## config.mk

```make
export PLATFORM = sky130hd
export DESIGN_NAME = vehicle_lamp_blink_controller
export DESIGN_NICKNAME = d
export VERILOG_FILES = /design/src/rtl/vlbc_pkg.sv /design/src/rtl/vehicle_lamp_blink_controller.sv
export SDC_FILE = /design/constraint.sdc
export NUM_CORES = 1
export LEC_CHECK = 0
export BUFFER_PORTS_ARGS = -buffer_cell sky130_fd_sc_hd__buf_2
export CORE_MARGIN = 2
export CORE_UTILIZATION = 40
export DETAILED_ROUTE_END_ITERATION = 6
export PLACE_DENSITY = 0.63
export SYNTH_ARGS = -nofsm -noshare
export SYNTH_HDL_FRONTEND = slang
export SYNTH_SLANG_ARGS = --single-unit
```

## constraint.sdc

```tcl
create_clock -name clk -period 5.3 [get_ports clk]
set_clock_uncertainty 0.15 [all_clocks]
set_input_delay 0.53 -clock clk [delete_from_list [all_inputs] [get_ports clk]]
set_output_delay 0.53 -clock clk [all_outputs]
set_load 0.05 [all_outputs]
```

## src/rtl/vlbc_pkg.sv

```systemverilog
// package for the vehicle lamp blink controller: widths, action codes, register map
package vlbc_pkg;

    localparam int TIMER_BITS = 16;
    localparam int ADDR_BITS  = 5;
    localparam int DATA_BITS  = 32;

    typedef logic [TIMER_BITS-1:0] timer_t;
    typedef logic [7:0]            duty_t;

    localparam logic [TIMER_BITS-1:0] TIMER_MAX = {TIMER_BITS{1'b1}};
    localparam duty_t FULL_DUTY = 8'd255;
    localparam logic [9:0] STRENGTH_ONE = 10'd256;
    localparam logic [3:0] PASS_INDEX_MAX = 4'd15;

    localparam logic [2:0] ACT_TICK     = 3'd0;
    localparam logic [2:0] ACT_BRAKE    = 3'd1;
    localparam logic [2:0] ACT_TURN     = 3'd2;
    localparam logic [2:0] ACT_HEAD     = 3'd3;
    localparam logic [2:0] ACT_HAZARD   = 3'd4;
    localparam logic [2:0] ACT_PASSING  = 3'd5;

    localparam logic [1:0] DIR_OFF  = 2'd0;
    localparam logic [1:0] DIR_LEFT = 2'd1;

    localparam logic [2:0] REG_BRAKE_PERIOD = 3'd0;
    localparam logic [2:0] REG_BRAKE_ON     = 3'd1;
    localparam logic [2:0] REG_DIM_LEVEL    = 3'd2;
    localparam logic [2:0] REG_SPEED_THRESH = 3'd3;
    localparam logic [2:0] REG_TURN_HALF    = 3'd4;
    localparam logic [2:0] REG_PASS_HALF    = 3'd5;
    localparam logic [2:0] REG_PASS_FLASHES = 3'd6;

    function automatic timer_t sat_inc(timer_t v);
        sat_inc = (v == TIMER_MAX) ? TIMER_MAX : v + 1'b1;
    endfunction

endpackage

```

## src/rtl/vehicle_lamp_blink_controller.sv

```systemverilog
// vehicle lamp blink controller: command and tick transactions in, lamp duty transactions out
//
//  channel  | signals                                              | direction
//  ---------+------------------------------------------------------+----------
//  command  | cmd_valid cmd_ready action enable brake_force        | in
//           | speed_mm_s turn_dir head_level                       |
//  duty     | duty_valid duty_ready front_duty left_duty           | out
//           | right_duty brake_duty                                |
//  config   | psel penable pwrite paddr pwdata prdata pready       | in/out
//
// one command per cycle while cmd_ready is high; its duties reach the output register next cycle
// the state update and lamp update form one combinational pass into the state and duty registers
// cmd_ready is low only while a duty transaction waits and duty_ready is low
// rst_n clears the lamp state and loads the register defaults at once
module vehicle_lamp_blink_controller
    import vlbc_pkg::*;
(
    input  logic                 clk,
    input  logic                 rst_n,
    input  logic                 cmd_valid,
    output logic                 cmd_ready,
    input  logic [2:0]           action,
    input  logic                 enable,
    input  logic [9:0]           brake_force,
    input  logic [15:0]          speed_mm_s,
    input  logic [1:0]           turn_dir,
    input  logic [7:0]           head_level,
    output logic                 duty_valid,
    input  logic                 duty_ready,
    output logic [7:0]           front_duty,
    output logic [7:0]           left_duty,
    output logic [7:0]           right_duty,
    output logic [7:0]           brake_duty,
    input  logic                 psel,
    input  logic                 penable,
    input  logic                 pwrite,
    input  logic [ADDR_BITS-1:0] paddr,
    input  logic [DATA_BITS-1:0] pwdata,
    output logic [DATA_BITS-1:0] prdata,
    output logic                 pready
);

    logic [15:0] brake_period_reg;
    logic [15:0] brake_on_ms_reg;
    logic [7:0]  dim_level_reg;
    logic [15:0] speed_thresh_reg;
    logic [15:0] turn_half_reg;
    logic [15:0] pass_half_reg;
    logic [2:0]  pass_flashes_reg;

    logic        brake_on_reg,      brake_on_next;
    logic [9:0]  strength_reg,      strength_next;
    logic [15:0] speed_reg,         speed_next;
    timer_t      brake_ms_reg,      brake_ms_next;
    logic [1:0]  dir_reg,           dir_next;
    logic        blink_phase_reg,   blink_phase_next;
    timer_t      turn_ms_reg,       turn_ms_next;
    logic        hazard_on_reg,     hazard_on_next;
    logic [7:0]  head_reg,          head_next;
    logic        passing_on_reg,    passing_on_next;
    timer_t      pass_sub_reg,      pass_sub_next;
    logic [3:0]  pass_index_reg,    pass_index_next;

    logic        duty_valid_reg;
    duty_t       front_reg, left_reg, right_reg, brake_reg;
    duty_t       front_next, left_next, right_next, brake_next;

    logic        cmd_accept;
    logic        cfg_write;
    logic [2:0]  cfg_index;
    duty_t       lit;

    assign cmd_ready  = !duty_valid_reg || duty_ready;
    assign cmd_accept = cmd_valid && cmd_ready;
    assign duty_valid = duty_valid_reg;
    assign front_duty = front_reg;
    assign left_duty  = left_reg;
    assign right_duty = right_reg;
    assign brake_duty = brake_reg;

    assign pready    = 1'b1;
    assign cfg_write = psel && penable && pwrite;
    assign cfg_index = paddr[4:2];

    // register read mux
    always_comb
    begin
        prdata = '0;
        case (cfg_index)
            REG_BRAKE_PERIOD: prdata = {16'd0, brake_period_reg};
            REG_BRAKE_ON:     prdata = {16'd0, brake_on_ms_reg};
            REG_DIM_LEVEL:    prdata = {24'd0, dim_level_reg};
            REG_SPEED_THRESH: prdata = {16'd0, speed_thresh_reg};
            REG_TURN_HALF:    prdata = {16'd0, turn_half_reg};
            REG_PASS_HALF:    prdata = {16'd0, pass_half_reg};
            REG_PASS_FLASHES: prdata = {29'd0, pass_flashes_reg};
            default:          prdata = '0;
        endcase
    end

    always_ff @(posedge clk or negedge rst_n)
    begin
        if (!rst_n)
        begin
            brake_period_reg <= 16'd200;
            brake_on_ms_reg  <= 16'd100;
            dim_level_reg    <= 8'd13;
            speed_thresh_reg <= 16'd500;
            turn_half_reg    <= 16'd200;
            pass_half_reg    <= 16'd100;
            pass_flashes_reg <= 3'd3;
        end
        else if (cfg_write)
        begin
            case (cfg_index)
                REG_BRAKE_PERIOD: brake_period_reg <= pwdata[15:0];
                REG_BRAKE_ON:     brake_on_ms_reg  <= pwdata[15:0];
                REG_DIM_LEVEL:    dim_level_reg    <= pwdata[7:0];
                REG_SPEED_THRESH: speed_thresh_reg <= pwdata[15:0];
                REG_TURN_HALF:    turn_half_reg    <= pwdata[15:0];
                REG_PASS_HALF:    pass_half_reg    <= pwdata[15:0];
                REG_PASS_FLASHES: pass_flashes_reg <= pwdata[2:0];
                default:          ;
            endcase
        end
    end

    // command or tick first, then the lamp update on the new state
    always_comb
    begin
        brake_on_next    = brake_on_reg;
        strength_next    = strength_reg;
        speed_next       = speed_reg;
        brake_ms_next    = brake_ms_reg;
        dir_next         = dir_reg;
        blink_phase_next = blink_phase_reg;
        turn_ms_next     = turn_ms_reg;
        hazard_on_next   = hazard_on_reg;
        head_next        = head_reg;
        passing_on_next  = passing_on_reg;
        pass_sub_next    = pass_sub_reg;
        pass_index_next  = pass_index_reg;

        case (action)
            ACT_TICK:
            begin
                brake_ms_next = sat_inc(brake_ms_reg);
                turn_ms_next  = sat_inc(turn_ms_reg);
                if (passing_on_reg)
                begin
                    pass_sub_next = sat_inc(pass_sub_reg);
                    if (pass_sub_next >= pass_half_reg)
                    begin
                        pass_sub_next = '0;
                        if (pass_index_reg != PASS_INDEX_MAX)
                            pass_index_next = pass_index_reg + 4'd1;
                    end
                end
            end
            ACT_BRAKE:
            begin
                if (enable && !brake_on_reg)
                    brake_ms_next = '0;
                brake_on_next = enable;
                strength_next = brake_force;
                speed_next    = speed_mm_s;
            end
            ACT_TURN:
            begin
                if (turn_dir != dir_reg)
                begin
                    blink_phase_next = 1'b1;
                    turn_ms_next     = '0;
                end
                dir_next = turn_dir;
            end
            ACT_HEAD:
                head_next = head_level;
            ACT_HAZARD:
            begin
                if (enable && !hazard_on_reg)
                begin
                    blink_phase_next = 1'b1;
                    turn_ms_next     = '0;
                end
                hazard_on_next = enable;
            end
            ACT_PASSING:
            begin
                passing_on_next = 1'b1;
                pass_sub_next   = '0;
                pass_index_next = 4'd0;
            end
            default: ;
        endcase

        // brake lamp
        if (!brake_on_next)
            brake_next = dim_level_reg;
        else if (strength_next >= STRENGTH_ONE && speed_next > speed_thresh_reg)
        begin
            if (brake_ms_next >= brake_period_reg)
                brake_ms_next = '0;
            brake_next = (brake_ms_next < brake_on_ms_reg) ? FULL_DUTY : 8'd0;
        end
        else
            brake_next = FULL_DUTY;

        // turn and hazard lamps
        left_next  = 8'd0;
        right_next = 8'd0;
        lit        = 8'd0;
        if (hazard_on_next || dir_next != DIR_OFF)
        begin
            if (turn_ms_next >= turn_half_reg)
            begin
                blink_phase_next = !blink_phase_next;
                turn_ms_next     = '0;
            end
            lit = blink_phase_next ? FULL_DUTY : 8'd0;
            if (hazard_on_next)
            begin
                left_next  = lit;
                right_next = lit;
            end
            else if (dir_next == DIR_LEFT)
                left_next = lit;
            else
                right_next = lit;
        end

        // front lamp
        front_next = head_next;
        if (passing_on_next)
        begin
            if (pass_index_next >= {pass_flashes_reg, 1'b0})
                passing_on_next = 1'b0;
            else if (!pass_index_next[0])
                front_next = FULL_DUTY;
        end
    end

    always_ff @(posedge clk or negedge rst_n)
    begin
        if (!rst_n)
        begin
            brake_on_reg    <= 1'b0;
            strength_reg    <= '0;
            speed_reg       <= '0;
            brake_ms_reg    <= '0;
            dir_reg         <= DIR_OFF;
            blink_phase_reg <= 1'b1;
            turn_ms_reg     <= '0;
            hazard_on_reg   <= 1'b0;
            head_reg        <= '0;
            passing_on_reg  <= 1'b0;
            pass_sub_reg    <= '0;
            pass_index_reg  <= '0;
        end
        else if (cmd_accept)
        begin
            brake_on_reg    <= brake_on_next;
            strength_reg    <= strength_next;
            speed_reg       <= speed_next;
            brake_ms_reg    <= brake_ms_next;
            dir_reg         <= dir_next;
            blink_phase_reg <= blink_phase_next;
            turn_ms_reg     <= turn_ms_next;
            hazard_on_reg   <= hazard_on_next;
            head_reg        <= head_next;
            passing_on_reg  <= passing_on_next;
            pass_sub_reg    <= pass_sub_next;
            pass_index_reg  <= pass_index_next;
        end
    end

    always_ff @(posedge clk or negedge rst_n)
    begin
        if (!rst_n)
            duty_valid_reg <= 1'b0;
        else if (cmd_accept)
            duty_valid_reg <= 1'b1;
        else if (duty_ready)
            duty_valid_reg <= 1'b0;
    end

    // duty payload, loaded with each accepted transaction
    always_ff @(posedge clk)
    begin
        if (cmd_accept)
        begin
            front_reg <= front_next;
            left_reg  <= left_next;
            right_reg <= right_next;
            brake_reg <= brake_next;
        end
    end

endmodule
```

==> metrics.txt <==
clock sinks ~190; final net count 1655; Seq cells post-synth 194; Clock Latency Late Sink 0.45 ns; Avg Cell Area, Syn 9.11 µm²; Worst Hold Class in -> async; clk root buf clkbuf_16; sequential element share of the synthesized area slightly below 40%; CTS Hold Buffers Added 0; Final Hold Fails 0; Worst Path Max Fanout 8; RSZ-0062 raised after global routing false; status complete, no violations; Pins Over Slew Limit 0; Worst setup SP type flip-flop; hold slack final 0.0212 ns; Register Area around 5000 µm²; Leak 6.77 nW; actual slew at the worst max-slew pin 1.02 ns; Die ar. between 30000 and 40000 µm²; PD cells 330 nW/µm²; Worst Setup Path Type reg -> reg; Compound-Gate Fraction of Synth Area between 10% and 20%; number of port buffers 107; Total Routing Usage GR a little over a fifth; starting DRC count in detailed routing 743; R2R cell count 23; Worst EP arrival between 5 and 6 ns; Syn Inst Count 1386; xor-xnor portion of the synthesized cell area 0.901%; layout cells sized above 1 ~22%; Rows 65; area leader, netlist dfrtp_1; Post-synth ARST share 90.7%; Post-synth EDFFs 18; starting density of the core roughly two fifths; r2r endpoint brake_duty[6]; final setup fails 0; largest family of logic cells by synthesized area compound AO/OA/AOI/OAI gates; simple-gate share of the synthesized area between 10% and 20%; vias post-DR 10600; worst endpoint required time between 5 and 6 ns; pin count of the biggest net entering global routing 94; first-pass GRT wire length roughly 56000 µm; DRC 0; die width 182 µm; Worst VDD drop 0.192 mV; R2R Setup Slk about 0.27 ns; Top Ports 151; Synth Flop Type dfrtp_1; area of the multi-input gates a little under 7000 µm²; number of fillers in the final layout a little under 3000; PnR Total Power 4.71 mW; core region area approximately 31000 µm²; number of global-route vias before repair 10100; Yosys warning total 0; WL per Instance roughly 18 µm; Synth cell types about 80; beginning of the worst register-to-register path brake_ms_reg[7]; crit share post-route 95.0%; grt ovf 0; crit end category flip-flop; antenna violations before repair 0; Vert. Die Dim 182 µm; f_max 199 MHz; Post-DRT Antenna Nets 0; max cap viols 0; gpl congestion 0.884; minimum clock period 5.03 ns; CTS Buf Count 17; area fraction of the dominant cell type after synthesis 30.1%; Post-Route WL 34900 µm; Slew headroom between 30 and 40%; proportion of synthesized area in mux cells 8.17%; diode count 0; mapped cell area 12600 µm²; largest buffer count on any clock path 2; H-tree depth 4; Pre-antenna DRT Iters 5; Synth area leaders dfrtp_1 30%, ha_1 8.5%, nand2_1 6.4%; Avg Vias per Cell 5.59; Synth Area in Adders 8.52%; P&R area growth vs syn 13.2%; DP Wirelength 26000 µm; TritonCTS clock tree yes; clock-pin slew on the worst setup and hold paths 0.08 ns
metal layers:
layer / global-route usage, % / wire [µm]
met1: 28.8 / 15600
met2: 36.4 / 17100
met3: 2.91 / 1520
met4: 5.50 / 684
met5: 0 / 0
repair_timing:
action / 4_1_cts / 5_1_grt
hold endpoints to repair: 0 / 0
resized for setup: 1 / 10
setup buffers: 0 / 1
cloned: 0 / 1
setup endpoints to repair: 8 / 16
pin swaps: 0 / 4
layout make-up:
class	instances	area share [%]
Timing Repair Buffer	164	6.87
Multi-Input combinational cell	1002	47.9
Clock inverter	10	0.691
Inverter	106	2.78
Tap cell	402	3.52
Clock buffer	22	3.39
Sequential cell	194	34.8
placed cells by master (no fill, tap or decap), types with 13 or more instances in the layout:
cell and count:
a31oi_1 16, ha_1 86, buf_4 56, nand2_1 215
buf_2 106, conb_1 17, o22ai_1 14, o21ai_0 144
nor2_1 65, a22o_1 31, and3_1 13, dfrtp_1 151
nor3_1 23, mux2_2 59, dfstp_2 24, nand3_1 37
edfxtp_1 18, a21o_1 16, mux2i_1 21, a21oi_1 49
clkbuf_16 18, nand4_1 15, inv_1 104
synthesized netlist by cell type (all sizes together), types with 8 or more instances:
cell	number
a211oi	11
a21o	16
buf	53
mux2	59
nand3	37
nor3	28
inv	105
o31ai	19
nand4	15
a21oi	49
o22ai	14
clkbuf	47
nor2b	9
dfrtp	152
nand2b	12
mux2i	21
dfstp	24
edfxtp	18
ha	86
and3	14
o21ai	151
nor2	65
o21a	8
nand2	216
a22oi	9
a22o	31
a31oi	17
critical path, cell delays in order (launching register included):
cell	delay, ns
dfrtp_1	0.42
and3_1	0.23
and3_2	0.25
nand3_1	0.19
nor3_4	0.09
buf_4	0.14
a211oi_1	0.31
inv_1	0.10
ha_1	0.31
nand4_1	0.13
a2111oi_2	0.36
buf_4	0.19
a2111oi_4	0.04
o21ai_2	0.31
nor2_1	0.08
ha_1	0.29
nor2b_1	0.13
o21a_1	0.16
o21a_1	0.16
o21ai_0	0.22
nor4b_4	0.26
o31ai_2	0.10
buf_4	0.17
o21ai_0	0.08
where the power goes:
group          total (mW)  internal (mW)  switching, mW
clock network        1.31          0.707          0.608
registers            1.99           1.80          0.182
logic                1.41          0.507          0.906
total                4.71           3.02           1.70
how the worst max path moves through the flow:
stage | startpoint | to | slack, ns | cells past startpoint
final | brake_ms_reg[7] | brake_duty[6] | 0.27 | 23
after global routing | brake_ms_reg[7] | brake_duty[2] | 0.02 | 22
after CTS | brake_ms_reg[7] | brake_duty[2] | 0.01 | 22
after detailed placement | enable | brake_duty[2] | -0.11 | 24
after global placement | enable | brake_duty[4] | 0.06 | 24
after floorplan | action[0] | brake_duty[0] | 0.32 | 22
cells by family after synthesis:
| kind of cell | Yosys count |
|---|---|
| xor+xnor | 13 |
| mux | 87 |
| simple gates | 434 |
| other cells | 2 |
| buf+inv | 206 |
| flops | 194 |
| fa+ha+maj | 86 |
| compound gates | 364 |
through the flow:
stage / util, % / setup WS (ns) / instances / setup TNS [ns] / cell area [µm²]
final: 45.7 / 0.267 / 1900 / 0 / 14300
after global routing: 45.7 / 0.0226 / 1900 / 0 / 14300
after CTS: 45.5 / 0.0118 / 1898 / 0 / 14200
after detailed placement: 43.6 / -0.112 / 1866 / -0.779 / 13600
after global placement: 43.6 / 0.0647 / 1866 / 0 / 13600
after floorplan: - / 0.320 / 1401 / 0 / 12700
Power figures use the tool's default switching activity.
